[src/sv/ttg_pkg.sv]
package ttg_pkg;

    // block constants
    localparam int unsigned AUDIO_RATE_HZ = 48000;
    localparam int unsigned FRAME_CAP     = 48000;
    localparam int unsigned MS_PER_SEC    = 1000;
    localparam int unsigned FADE_DIV      = 5;
    localparam int unsigned PCM_MAX       = 32767;

    // field and datapath widths
    localparam int FREQ_W      = 16;
    localparam int DUR_W       = 10;
    localparam int AMP_W       = 15;
    localparam int CNT_W       = 16;
    localparam int SAMPLE_W    = 16;
    localparam int CFG_IDX_W   = 2;
    localparam int CFG_DATA_W  = 16;
    localparam int S_TDATA_W   = 8;
    localparam int M_TDATA_W   = 16;
    localparam int DIVIDEND_W  = 32;
    localparam int DIVISOR_W   = 16;
    localparam int DIV_CNT_W   = 6;

    // frames from duration: rate = FRAMES_PER_MS * 1000 + FRAMES_REM, and the
    // remainder part duration * FRAMES_REM (below 2^20) is divided by 1000
    // through a reciprocal multiply
    localparam int unsigned FRAMES_PER_MS = AUDIO_RATE_HZ / MS_PER_SEC;
    localparam int unsigned FRAMES_REM    = AUDIO_RATE_HZ % MS_PER_SEC;
    localparam int          MS_REM_W      = 20;
    localparam int          MS_RCP_SH     = 30;
    localparam int          MS_RCP_W      = 21;
    localparam int          MS_PROD_W     = MS_REM_W + MS_RCP_W;
    localparam int unsigned MS_RCP        = ((32'd1 << MS_RCP_SH) + MS_PER_SEC - 1)
                                            / MS_PER_SEC;

    // one fifth of the frame count by reciprocal multiply
    localparam int          FIFTH_SH      = 19;
    localparam int          FIFTH_RCP_W   = 17;
    localparam int          FIFTH_PROD_W  = CNT_W + FIFTH_RCP_W;
    localparam int unsigned FIFTH_RCP     = ((32'd1 << FIFTH_SH) + FADE_DIV - 1) / FADE_DIV;

    // register indexes
    localparam logic [CFG_IDX_W-1:0] CFG_FREQ = CFG_IDX_W'(0);
    localparam logic [CFG_IDX_W-1:0] CFG_DUR  = CFG_IDX_W'(1);
    localparam logic [CFG_IDX_W-1:0] CFG_AMP  = CFG_IDX_W'(2);

    // register reset values
    localparam logic [FREQ_W-1:0] FREQ_RST = FREQ_W'(1200);
    localparam logic [DUR_W-1:0]  DUR_RST  = DUR_W'(30);
    localparam logic [AMP_W-1:0]  AMP_RST  = AMP_W'(8000);

    // datapath operations
    typedef enum logic [3:0] {
        OP_NONE,
        OP_MUL_FRAMES,
        OP_MUL_TRI,
        OP_MUL_FADE,
        OP_DIV,
        OP_WB_FRAMES,
        OP_WB_PERIOD,
        OP_WB_FIFTH,
        OP_WB_TRI,
        OP_WB_FADE,
        OP_EMIT,
        OP_DEACT
    } t_op;

    // divider operand selection
    typedef enum logic [1:0] {
        DS_PERIOD,
        DS_TRI,
        DS_FADE
    } t_dsel;

    typedef struct packed {
        t_op   op;
        t_dsel dsel;
    } t_cmd;

    typedef struct packed {
        logic tick_ok;
        logic fade_on;
        logic div_done;
        logic out_free;
    } t_status;

endpackage

[src/sv/ttg_div.sv]
module ttg_div (
    input  logic                              i_clk,
    input  logic                              i_rst_n,
    input  logic                              i_start,
    input  logic [ttg_pkg::DIVIDEND_W-1:0]    i_dividend,
    input  logic [ttg_pkg::DIVISOR_W-1:0]     i_divisor,
    output logic                              o_done,
    output logic [ttg_pkg::DIVIDEND_W-1:0]    o_quotient
);

    logic                             r_busy;
    logic                             r_done;
    logic [ttg_pkg::DIV_CNT_W-1:0]    r_count;
    logic [ttg_pkg::DIVIDEND_W-1:0]   r_q;
    logic [ttg_pkg::DIVISOR_W-1:0]    r_rem;
    logic [ttg_pkg::DIVISOR_W-1:0]    r_divisor;

    logic [ttg_pkg::DIVISOR_W:0]      w_rem_sh;
    logic [ttg_pkg::DIVISOR_W:0]      w_rem_sub;
    logic                             w_fits;

    // one restoring step per cycle
    assign w_rem_sh  = {r_rem, r_q[ttg_pkg::DIVIDEND_W-1]};
    assign w_rem_sub = w_rem_sh - {1'b0, r_divisor};
    assign w_fits    = (w_rem_sh >= {1'b0, r_divisor});

    // control
    always_ff @(posedge i_clk) begin
        if (!i_rst_n) begin
            r_busy  <= 1'b0;
            r_done  <= 1'b0;
            r_count <= '0;
        end else begin
            r_done <= 1'b0;
            if (i_start) begin
                r_busy  <= 1'b1;
                r_count <= ttg_pkg::DIV_CNT_W'(ttg_pkg::DIVIDEND_W);
            end else if (r_busy) begin
                r_count <= r_count - 1'b1;
                if (r_count == ttg_pkg::DIV_CNT_W'(1)) begin
                    r_busy <= 1'b0;
                    r_done <= 1'b1;
                end
            end
        end
    end

    // quotient and remainder
    always_ff @(posedge i_clk) begin
        if (i_start) begin
            r_q       <= i_dividend;
            r_rem     <= '0;
            r_divisor <= i_divisor;
        end else if (r_busy) begin
            r_q <= {r_q[ttg_pkg::DIVIDEND_W-2:0], w_fits};
            r_rem <= w_fits ? w_rem_sub[ttg_pkg::DIVISOR_W-1:0]
                            : w_rem_sh[ttg_pkg::DIVISOR_W-1:0];
        end
    end

    assign o_done     = r_done;
    assign o_quotient = r_q;

endmodule

[src/sv/ttg_dpath.sv]
module ttg_dpath (
    input  logic                              i_clk,
    input  logic                              i_rst_n,
    input  logic                              i_cfg_wr_en,
    input  logic [ttg_pkg::CFG_IDX_W-1:0]     i_cfg_index,
    input  logic [ttg_pkg::CFG_DATA_W-1:0]    i_cfg_wdata,
    input  ttg_pkg::t_cmd                     i_cmd,
    output ttg_pkg::t_status                  o_status,
    input  logic                              i_m_tready,
    output logic                              o_m_tvalid,
    output logic [ttg_pkg::M_TDATA_W-1:0]     o_m_tdata,
    output logic                              o_m_tlast
);

    // configuration
    logic [ttg_pkg::FREQ_W-1:0]   r_freq;
    logic [ttg_pkg::DUR_W-1:0]    r_dur;
    logic [ttg_pkg::AMP_W-1:0]    r_amp;

    // tone state
    logic [ttg_pkg::CNT_W-1:0]    r_index;
    logic [ttg_pkg::CNT_W-1:0]    r_phase;
    logic [ttg_pkg::CNT_W-1:0]    r_period;
    logic [ttg_pkg::CNT_W-1:0]    r_frames;
    logic [ttg_pkg::CNT_W-1:0]    r_fade_begin;
    logic                         r_active;

    // working registers
    logic [ttg_pkg::DIVIDEND_W-1:0] r_prod;
    logic                           r_neg;
    logic [ttg_pkg::AMP_W-1:0]      r_mag;
    logic                           r_out_valid;
    logic [ttg_pkg::SAMPLE_W-1:0]   r_out_sample;
    logic                           r_out_last;

    logic [ttg_pkg::CNT_W-2:0]      w_half;
    logic signed [18:0]             w_x;
    logic [18:0]                    w_x_abs;
    logic [ttg_pkg::DIVISOR_W-1:0]  w_mul_a;
    logic [ttg_pkg::DIVISOR_W-1:0]  w_mul_b;
    logic [ttg_pkg::DIVIDEND_W-1:0] w_mul_p;
    logic [ttg_pkg::MS_PROD_W-1:0]  w_ms_prod;
    logic [ttg_pkg::DIVIDEND_W-1:0] w_frames_raw;
    logic [ttg_pkg::FIFTH_PROD_W-1:0] w_fifth_prod;
    logic [ttg_pkg::CNT_W-1:0]      w_remaining;
    logic [ttg_pkg::CNT_W-1:0]      w_fade_len;
    logic [ttg_pkg::CNT_W:0]        w_phase_inc;
    logic                           w_last;
    logic [ttg_pkg::DIVIDEND_W-1:0] w_dividend;
    logic [ttg_pkg::DIVISOR_W-1:0]  w_divisor;
    logic                           w_div_done;
    logic [ttg_pkg::DIVIDEND_W-1:0] w_quot;

    // triangle offset from phase: rising then falling about zero
    assign w_half = r_period[ttg_pkg::CNT_W-1:1];
    always_comb begin
        if ({1'b0, r_phase} < {2'b00, w_half}) begin
            w_x = $signed({2'b00, r_phase, 1'b0}) - $signed({4'b0000, w_half});
        end else begin
            w_x = $signed({4'b0000, w_half}) + $signed({4'b0000, w_half})
                + $signed({4'b0000, w_half}) - $signed({2'b00, r_phase, 1'b0});
        end
        w_x_abs = w_x[18] ? 19'(-w_x) : 19'(w_x);
    end

    assign w_remaining = r_frames - r_index;
    assign w_fade_len  = r_frames - r_fade_begin;
    assign w_phase_inc = {1'b0, r_phase} + 1'b1;
    assign w_last      = ((r_index + 1'b1) == r_frames);

    // shared multiplier operands
    always_comb begin
        case (i_cmd.op)
            ttg_pkg::OP_MUL_FRAMES: begin
                w_mul_a = ttg_pkg::DIVISOR_W'(ttg_pkg::FRAMES_REM);
                w_mul_b = {6'b0, r_dur};
            end
            ttg_pkg::OP_MUL_TRI: begin
                w_mul_a = w_x_abs[ttg_pkg::DIVISOR_W-1:0];
                w_mul_b = {1'b0, r_amp};
            end
            default: begin
                w_mul_a = {1'b0, r_mag};
                w_mul_b = w_remaining;
            end
        endcase
    end
    assign w_mul_p = ttg_pkg::DIVIDEND_W'(w_mul_a) * ttg_pkg::DIVIDEND_W'(w_mul_b);

    // frame count: whole frames per ms plus the reciprocal-scaled remainder part
    assign w_ms_prod    = ttg_pkg::MS_PROD_W'(r_prod[ttg_pkg::MS_REM_W-1:0])
                        * ttg_pkg::MS_PROD_W'(ttg_pkg::MS_RCP);
    assign w_frames_raw = ttg_pkg::DIVIDEND_W'(r_dur) * ttg_pkg::DIVIDEND_W'(ttg_pkg::FRAMES_PER_MS)
                        + ttg_pkg::DIVIDEND_W'(w_ms_prod[ttg_pkg::MS_PROD_W-1:ttg_pkg::MS_RCP_SH]);

    // one fifth of the frame count
    assign w_fifth_prod = ttg_pkg::FIFTH_PROD_W'(r_frames)
                        * ttg_pkg::FIFTH_PROD_W'(ttg_pkg::FIFTH_RCP);

    // divider operands
    always_comb begin
        unique case (i_cmd.dsel)
            ttg_pkg::DS_PERIOD: begin
                w_dividend = ttg_pkg::DIVIDEND_W'(ttg_pkg::AUDIO_RATE_HZ);
                w_divisor  = (r_freq == '0) ? ttg_pkg::DIVISOR_W'(1) : r_freq;
            end
            ttg_pkg::DS_FADE: begin
                w_dividend = r_prod;
                w_divisor  = w_fade_len;
            end
            default: begin
                w_dividend = r_prod;
                w_divisor  = r_period;
            end
        endcase
    end

    ttg_div u_div (
        .i_clk      (i_clk),
        .i_rst_n    (i_rst_n),
        .i_start    (i_cmd.op == ttg_pkg::OP_DIV),
        .i_dividend (w_dividend),
        .i_divisor  (w_divisor),
        .o_done     (w_div_done),
        .o_quotient (w_quot)
    );

    // configuration writes
    always_ff @(posedge i_clk) begin
        if (!i_rst_n) begin
            r_freq <= ttg_pkg::FREQ_RST;
            r_dur  <= ttg_pkg::DUR_RST;
            r_amp  <= ttg_pkg::AMP_RST;
        end else if (i_cfg_wr_en) begin
            unique case (i_cfg_index)
                ttg_pkg::CFG_FREQ: r_freq <= i_cfg_wdata[ttg_pkg::FREQ_W-1:0];
                ttg_pkg::CFG_DUR:  r_dur  <= i_cfg_wdata[ttg_pkg::DUR_W-1:0];
                ttg_pkg::CFG_AMP:  r_amp  <= i_cfg_wdata[ttg_pkg::AMP_W-1:0];
                default: ;
            endcase
        end
    end

    // tone state and output valid
    always_ff @(posedge i_clk) begin
        if (!i_rst_n) begin
            r_index      <= '0;
            r_phase      <= '0;
            r_period     <= ttg_pkg::CNT_W'(1);
            r_frames     <= '0;
            r_fade_begin <= '0;
            r_active     <= 1'b0;
            r_out_valid  <= 1'b0;
        end else begin
            if (i_cmd.op == ttg_pkg::OP_EMIT) begin
                r_out_valid <= 1'b1;
            end else if (i_m_tready) begin
                r_out_valid <= 1'b0;
            end
            case (i_cmd.op)
                ttg_pkg::OP_WB_FRAMES: begin
                    if (w_frames_raw > ttg_pkg::DIVIDEND_W'(ttg_pkg::FRAME_CAP)) begin
                        r_frames <= ttg_pkg::CNT_W'(ttg_pkg::FRAME_CAP);
                    end else begin
                        r_frames <= w_frames_raw[ttg_pkg::CNT_W-1:0];
                    end
                end
                ttg_pkg::OP_WB_PERIOD: begin
                    if (w_quot[ttg_pkg::CNT_W-1:0] == '0) begin
                        r_period <= ttg_pkg::CNT_W'(1);
                    end else begin
                        r_period <= w_quot[ttg_pkg::CNT_W-1:0];
                    end
                end
                ttg_pkg::OP_WB_FIFTH: begin
                    r_fade_begin <= r_frames
                        - ttg_pkg::CNT_W'(w_fifth_prod[ttg_pkg::FIFTH_PROD_W-1:ttg_pkg::FIFTH_SH]);
                    r_index      <= '0;
                    r_phase      <= '0;
                    r_active     <= (r_frames != '0);
                end
                ttg_pkg::OP_DEACT: begin
                    r_active <= 1'b0;
                end
                ttg_pkg::OP_EMIT: begin
                    r_index     <= r_index + 1'b1;
                    r_phase     <= (w_phase_inc >= {1'b0, r_period}) ? '0
                                   : w_phase_inc[ttg_pkg::CNT_W-1:0];
                    r_active    <= r_active & ~w_last;
                end
                default: ;
            endcase
        end
    end

    // products, magnitude and output payload
    always_ff @(posedge i_clk) begin
        case (i_cmd.op)
            ttg_pkg::OP_MUL_FRAMES, ttg_pkg::OP_MUL_FADE: begin
                r_prod <= w_mul_p;
            end
            ttg_pkg::OP_MUL_TRI: begin
                r_prod <= {w_mul_p[ttg_pkg::DIVIDEND_W-2:0], 1'b0};
                r_neg  <= w_x[18];
            end
            ttg_pkg::OP_WB_TRI: begin
                if (w_quot > ttg_pkg::DIVIDEND_W'(ttg_pkg::PCM_MAX)) begin
                    r_mag <= ttg_pkg::AMP_W'(ttg_pkg::PCM_MAX);
                end else begin
                    r_mag <= w_quot[ttg_pkg::AMP_W-1:0];
                end
            end
            ttg_pkg::OP_WB_FADE: begin
                r_mag <= w_quot[ttg_pkg::AMP_W-1:0];
            end
            ttg_pkg::OP_EMIT: begin
                r_out_sample <= r_neg ? (ttg_pkg::SAMPLE_W'(0) - {1'b0, r_mag})
                                      : {1'b0, r_mag};
                r_out_last   <= w_last;
            end
            default: ;
        endcase
    end

    // status back to the controller
    assign o_status.tick_ok  = r_active && (r_index < r_frames);
    assign o_status.fade_on  = (r_index > r_fade_begin);
    assign o_status.div_done = w_div_done;
    assign o_status.out_free = ~r_out_valid | i_m_tready;

    assign o_m_tvalid = r_out_valid;
    assign o_m_tdata  = r_out_sample;
    assign o_m_tlast  = r_out_last;

endmodule

[src/sv/ttg_ctrl.sv]
module ttg_ctrl (
    input  logic              i_clk,
    input  logic              i_rst_n,
    input  logic              i_in_valid,
    input  logic              i_start_req,
    input  ttg_pkg::t_status  i_status,
    output logic              o_in_ready,
    output ttg_pkg::t_cmd     o_cmd
);

    typedef enum logic [10:0] {
        ST_IDLE      = 11'b00000000001,
        ST_FR_RCP    = 11'b00000000010,
        ST_PER_DIV   = 11'b00000000100,
        ST_PER_WAIT  = 11'b00000001000,
        ST_FIF_RCP   = 11'b00000010000,
        ST_TRI_DIV   = 11'b00000100000,
        ST_TRI_WAIT  = 11'b00001000000,
        ST_FADE_MUL  = 11'b00010000000,
        ST_FADE_DIV  = 11'b00100000000,
        ST_FADE_WAIT = 11'b01000000000,
        ST_EMIT      = 11'b10000000000
    } t_state;

    t_state r_state;
    t_state n_state;

    assign o_in_ready = (r_state == ST_IDLE);

    // next state and datapath command
    always_comb begin
        n_state    = r_state;
        o_cmd.op   = ttg_pkg::OP_NONE;
        o_cmd.dsel = ttg_pkg::DS_TRI;
        unique case (r_state)
            ST_IDLE: begin
                if (i_in_valid) begin
                    if (i_start_req) begin
                        o_cmd.op = ttg_pkg::OP_MUL_FRAMES;
                        n_state  = ST_FR_RCP;
                    end else if (i_status.tick_ok) begin
                        o_cmd.op = ttg_pkg::OP_MUL_TRI;
                        n_state  = ST_TRI_DIV;
                    end else begin
                        o_cmd.op = ttg_pkg::OP_DEACT;
                    end
                end
            end
            ST_FR_RCP: begin
                o_cmd.op = ttg_pkg::OP_WB_FRAMES;
                n_state  = ST_PER_DIV;
            end
            ST_PER_DIV: begin
                o_cmd.op   = ttg_pkg::OP_DIV;
                o_cmd.dsel = ttg_pkg::DS_PERIOD;
                n_state    = ST_PER_WAIT;
            end
            ST_PER_WAIT: begin
                if (i_status.div_done) begin
                    o_cmd.op = ttg_pkg::OP_WB_PERIOD;
                    n_state  = ST_FIF_RCP;
                end
            end
            ST_FIF_RCP: begin
                o_cmd.op = ttg_pkg::OP_WB_FIFTH;
                n_state  = ST_IDLE;
            end
            ST_TRI_DIV: begin
                o_cmd.op   = ttg_pkg::OP_DIV;
                o_cmd.dsel = ttg_pkg::DS_TRI;
                n_state    = ST_TRI_WAIT;
            end
            ST_TRI_WAIT: begin
                if (i_status.div_done) begin
                    o_cmd.op = ttg_pkg::OP_WB_TRI;
                    n_state  = i_status.fade_on ? ST_FADE_MUL : ST_EMIT;
                end
            end
            ST_FADE_MUL: begin
                o_cmd.op = ttg_pkg::OP_MUL_FADE;
                n_state  = ST_FADE_DIV;
            end
            ST_FADE_DIV: begin
                o_cmd.op   = ttg_pkg::OP_DIV;
                o_cmd.dsel = ttg_pkg::DS_FADE;
                n_state    = ST_FADE_WAIT;
            end
            ST_FADE_WAIT: begin
                if (i_status.div_done) begin
                    o_cmd.op = ttg_pkg::OP_WB_FADE;
                    n_state  = ST_EMIT;
                end
            end
            ST_EMIT: begin
                // hold the sample until the output register is free
                if (i_status.out_free) begin
                    o_cmd.op = ttg_pkg::OP_EMIT;
                    n_state  = ST_IDLE;
                end
            end
            default: begin
                n_state = ST_IDLE;
            end
        endcase
    end

    // state register
    always_ff @(posedge i_clk) begin
        if (!i_rst_n) begin
            r_state <= ST_IDLE;
        end else begin
            r_state <= n_state;
        end
    end

endmodule

[src/sv/triangle_tone_generator_fade_top.sv]
// Triangle-wave tone generator with a linear fade-out over the last fifth of the tone.
// An input transaction with start_req set (s_axis_tdata bit 0) loads a new tone from the
// frequency, duration and amplitude registers and produces no output; each later transaction
// with start_req clear produces one signed 16-bit sample on m_axis_tdata until the tone
// length is reached, with m_axis_tlast on the final one; ticks while idle produce nothing.
// The period, triangle and fade divisions share one divider that retires one quotient bit
// per clock, and the divisions by 1000 and by 5 use reciprocal multiplication. After an
// accepted start or tick the input is held off until the block is back in idle, also while
// a sample waits for m_axis_tready; an idle tick does not hold it off. Frequency, duration
// and the fade point are latched at start, the amplitude is read for every sample.
module triangle_tone_generator_fade_top (
    input  logic                             i_clk,
    input  logic                             i_rst_n,
    // configuration write port
    input  logic                             i_cfg_wr_en,
    input  logic [ttg_pkg::CFG_IDX_W-1:0]    i_cfg_index,
    input  logic [ttg_pkg::CFG_DATA_W-1:0]   i_cfg_wdata,
    // input stream
    input  logic                             s_axis_tvalid,
    output logic                             s_axis_tready,
    input  logic [ttg_pkg::S_TDATA_W-1:0]    s_axis_tdata,  // [0] start_req, [7:1] zero
    // output stream
    output logic                             m_axis_tvalid,
    input  logic                             m_axis_tready,
    output logic [ttg_pkg::M_TDATA_W-1:0]    m_axis_tdata,  // [15:0] sample
    output logic                             m_axis_tlast
);

    ttg_pkg::t_cmd    w_cmd;
    ttg_pkg::t_status w_status;

    ttg_ctrl u_ctrl (
        .i_clk       (i_clk),
        .i_rst_n     (i_rst_n),
        .i_in_valid  (s_axis_tvalid),
        .i_start_req (s_axis_tdata[0]),
        .i_status    (w_status),
        .o_in_ready  (s_axis_tready),
        .o_cmd       (w_cmd)
    );

    ttg_dpath u_dpath (
        .i_clk       (i_clk),
        .i_rst_n     (i_rst_n),
        .i_cfg_wr_en (i_cfg_wr_en),
        .i_cfg_index (i_cfg_index),
        .i_cfg_wdata (i_cfg_wdata),
        .i_cmd       (w_cmd),
        .o_status    (w_status),
        .i_m_tready  (m_axis_tready),
        .o_m_tvalid  (m_axis_tvalid),
        .o_m_tdata   (m_axis_tdata),
        .o_m_tlast   (m_axis_tlast)
    );

endmodule

[config.mk]
export PLATFORM = sky130hd
export DESIGN_NAME = triangle_tone_generator_fade_top
export DESIGN_NICKNAME = d
export VERILOG_FILES = /design/src/sv/ttg_pkg.sv /design/src/sv/ttg_div.sv /design/src/sv/ttg_dpath.sv /design/src/sv/ttg_ctrl.sv /design/src/sv/triangle_tone_generator_fade_top.sv
export SDC_FILE = /design/constraint.sdc
export NUM_CORES = 2
export LEC_CHECK = 0
export BUFFER_PORTS_ARGS = -buffer_cell sky130_fd_sc_hd__buf_2
export CAP_MARGIN = 20
export CORE_ASPECT_RATIO = 1.5
export CORE_UTILIZATION = 40
export CTS_CLUSTER_DIAMETER = 40
export DETAILED_ROUTE_END_ITERATION = 10
export GPL_TIMING_DRIVEN = 0
export REMOVE_ABC_BUFFERS = 1
export SETUP_SLACK_MARGIN = 0.1
export SYNTH_ARGS = -nofsm -noshare
export SYNTH_HDL_FRONTEND = slang
export SYNTH_SLANG_ARGS = --single-unit
[constraint.sdc]
create_clock -name i_clk -period 14.6 [get_ports i_clk]
set_input_delay 0 -clock i_clk [delete_from_list [all_inputs] [get_ports i_clk]]
set_output_delay 0 -clock i_clk [all_outputs]
set_load 0.01 [all_outputs]
==> results by group <==
Global routing
  – Initial antenna violation count: 2
  – Vias in the first global route: 29300
  – First-pass GRT wire length: 162000 um
  – Total congestion overflow: 0
  – Tot GR Track Use: 22.5%
  – Pin count of the biggest net entering global routing: 61

Setup path
  – CP required: 14940 ps
  – Slowest stage delay, CP: 940 ps
  – Critical path's most frequent cell: fa_1
  – Crit Path Max Fanout: 26
  – Slowest CP cell: nor3_1
  – Critical Path Source Type: flop
  – Worst path arrival time: 12320 ps
  – WS Path Type: flop to flop
  – Critical Path End Type: flop

Drt
  – Post-DRT Antenna Nets: 0
  – DR WL/cell: 19.5 um
  – Vias: 28700
  – WL final: 103000 um
  – DR DRC count: 0
  – DR vias/cell: 5.43
  – Initial DRC count: 1637
  – Drt pass-1 iters: 5

Synth
  – Ranking of synthesized cells by area: fa_1 21%, ha_1 20%, edfxtp_1 9.3%, dfxtp_1 8.7%, inv_1 7.0%
  – Avg Cell Area, Syn: 8.95 um2
  – Post-synth top area cell: fa_1
  – Number of flops mapped to enable cells by yosys: 113
  – Library cells used by synthesis: 96
  – Count leader, synth: inv_1
  – Primary FF master, synth: dfxtp_1
  – Yosys top cell area share: 21.0%
  – Post-synthesis async set-or-reset flop share: 0%
  – Ys Warns: 0
  – Post-Synthesis Cells: 4073
  – Post-Syn Area: 0.0365 mm2
  – Synth Register Bits: 271
  – Top cells by count, synth: 677 x inv_1, 572 x ha_1, 414 x nand2_1, 382 x fa_1, 252 x nor2_1
  – Seq/Total Area, Yosys: 18.0%

STA
  – Worst clock skew: 29.0 ps
  – Final-report hold violation count: 0
  – Clock period minus final worst setup slack: 11980 ps
  – RSZ-0062 raised after global routing: false
  – Worst slew margin: 16.9%
  – Final hold slack: 50.5 ps
  – Worst-margin pin slew: 1240 ps
  – Setup TNS: 0 ps
  – FMAX: 83.5 MHz
  – Post-route clock period utilization: 82.1%
  – Final setup fails: 0
  – Slew Viols, Final: 0

Floorplan
  – DIE HEIGHT: 372 um
  – Core region area: 0.0904 mm2
  – # IOs: 50
  – Die area: 0.0924 mm2
  – Die width: 249 um
  – Initial core utilization: 40.4%
  – Row cnt: 135

Status
  – Status: finished, final reports clean

Cells and area
  – Multi-input gate area: 0.0269 mm2
  – Nets: 5077
  – Fillcell total: 8804
  – Area Growth Syn to Fin: 8.45%
  – Share of post-route cells with drive strength above 1: 4.54%
  – Non-Filler Cell Area, Final: 0.0395 mm2
  – Sequential cell area: 0.00656 mm2

Place
  – Placed inst area: 0.0379 mm2
  – Detailed-placement wirelength estimate: 84300 um
  – Port buffer count: 42
  – GPL Wtd Cong: 0.958

Run
  – Max-cap violations: 0

CTS
  – Clk buf depth: 3
  – CTS buffer count: 36
  – Clk Latency, worst-skew pair: 560 ps
  – Clk pin slew, worst setup/hold paths: 60 ps
  – H-tree levels: 2
  – CTS tree: built
  – Clock root cell: clkbuf_16
  – CTS sink count: 271
  – Post CTS Setup Buffer Count: 0

Worst hold path
  – Hold crit path type: input port to flop
stage by stage:
stage	std cells	utilization, %	setup slack (ps)
after floorplan	3963	-	4990
after global placement	5169	41.6	2130
after detailed placement	5187	42.0	2690
after CTS	5279	43.7	2560
after global routing	5284	43.8	2000
final	5285	43.8	2620
sequential cells by signal (all words and copies together) (netlist names), 6 cells and up:
signal	flops
u_dpath.r_phase	16
u_dpath.o_m_tdata	16
u_dpath.r_fade_begin	16
u_ctrl.r_state	11
u_dpath.u_div.r_rem	16
u_dpath.u_div.r_divisor	16
u_dpath.r_frames	16
u_dpath.r_prod	32
u_dpath.u_div.r_count	6
u_dpath.r_mag	15
u_dpath.u_div.o_quotient	32
u_dpath.r_index	16
u_dpath.r_freq	16
u_dpath.r_dur	10
u_dpath.r_period	16
u_dpath.r_amp	15
cells in the final DEF, fill, tap and decap left out, types with 10 or more instances in the layout:
| cell | count |
|---|---|
| nor2b_1 | 34 |
| xor2_1 | 73 |
| or3_1 | 18 |
| dfxtp_1 | 158 |
| o211ai_1 | 12 |
| clkbuf_16 | 37 |
| xnor2_1 | 130 |
| o21bai_1 | 14 |
| a21oi_1 | 205 |
| nor4_1 | 18 |
| mux2i_1 | 39 |
| inv_1 | 676 |
| fa_1 | 382 |
| nand3_1 | 67 |
| nor2_1 | 252 |
| o31ai_1 | 15 |
| a22oi_1 | 25 |
| nand2b_1 | 47 |
| a211oi_1 | 21 |
| nand4_1 | 33 |
| nor3_1 | 47 |
| and3_1 | 46 |
| buf_2 | 42 |
| dlygate4sd3_1 | 26 |
| edfxtp_1 | 113 |
| nand2_1 | 414 |
| o41ai_1 | 10 |
| o21ai_1 | 14 |
| ha_1 | 572 |
| a31oi_1 | 16 |
| o21a_1 | 37 |
| or2_2 | 15 |
| a21o_1 | 59 |
| and2_1 | 37 |
| a311oi_1 | 10 |
| a22o_1 | 32 |
| o21ai_0 | 159 |
area by class of cell:
type / instances / area share [%]
well taps: 1164 / 3.68
clock buffers: 41 / 2.40
multi-input cells: 3013 / 68.0
inverters: 679 / 6.45
diodes: 1 / 0.00633
clock inverters: 25 / 0.797
flip-flops and latches: 271 / 16.6
repair buffers: 91 / 2.04
worst max-delay path, delay by kind of cell (launching register included):
family | cells | cell delay (ps)
adder cells (fa/ha/maj) | 9 | 3880
flip-flops | 1 | 410
AND/OR/NAND/NOR | 7 | 3530
buffers and inverters | 6 | 550
AO/OA/AOI/OAI | 15 | 3350
what timing repair did:
action,in CTS,in global routing
hold buffers,26,0
gates resized for setup,0,0
hold endpoints to repair,44,0
final timing paths:
kind / from / to / slack [ps] / depth (start not counted)
max: u_dpath.r_frames[0]$_SDFFE_PN0N_ / u_dpath.r_prod[31]$_DFFE_PP_ / 2620 / 37
min: i_cfg_wr_en / u_dpath.r_freq[9]$_SDFFE_PN0P_ / 50 / 4
max reg2reg: u_dpath.r_frames[0]$_SDFFE_PN0N_ / u_dpath.r_prod[31]$_DFFE_PP_ / 2620 / 37
min reg2reg: u_dpath.r_amp[5]$_SDFFE_PN0P_ / u_dpath.r_amp[5]$_SDFFE_PN0P_ / 450 / 2
cell families (layout without fill, tap and decap cells):
group,count (synthesis),count (layout),synth area share (%)
flops,271,271,18.0
compound gates,730,730,13.0
mux,40,40,1.13
simple gates,1084,1084,14.0
other cells,1,2,0.0103
xor+xnor,204,204,4.92
buf+inv,789,836,8.39
fa+ha+maj,954,954,40.6
routing by layer:
layer	share of wire, %	wire (um)	GRT usage [%]	vias to the layer above
met3	4.0	4100	1.91	230
met2	52	53600	42.6	715
li1	-	-	-	13700
met1	39	39900	25.2	14100
met5	0.011	11	0	-
met4	5.3	5450	11.1	2
Power is left out: the tool's default activity adds up to more than one toggle a clock period on the data nets, which glitch-free logic cannot reach.
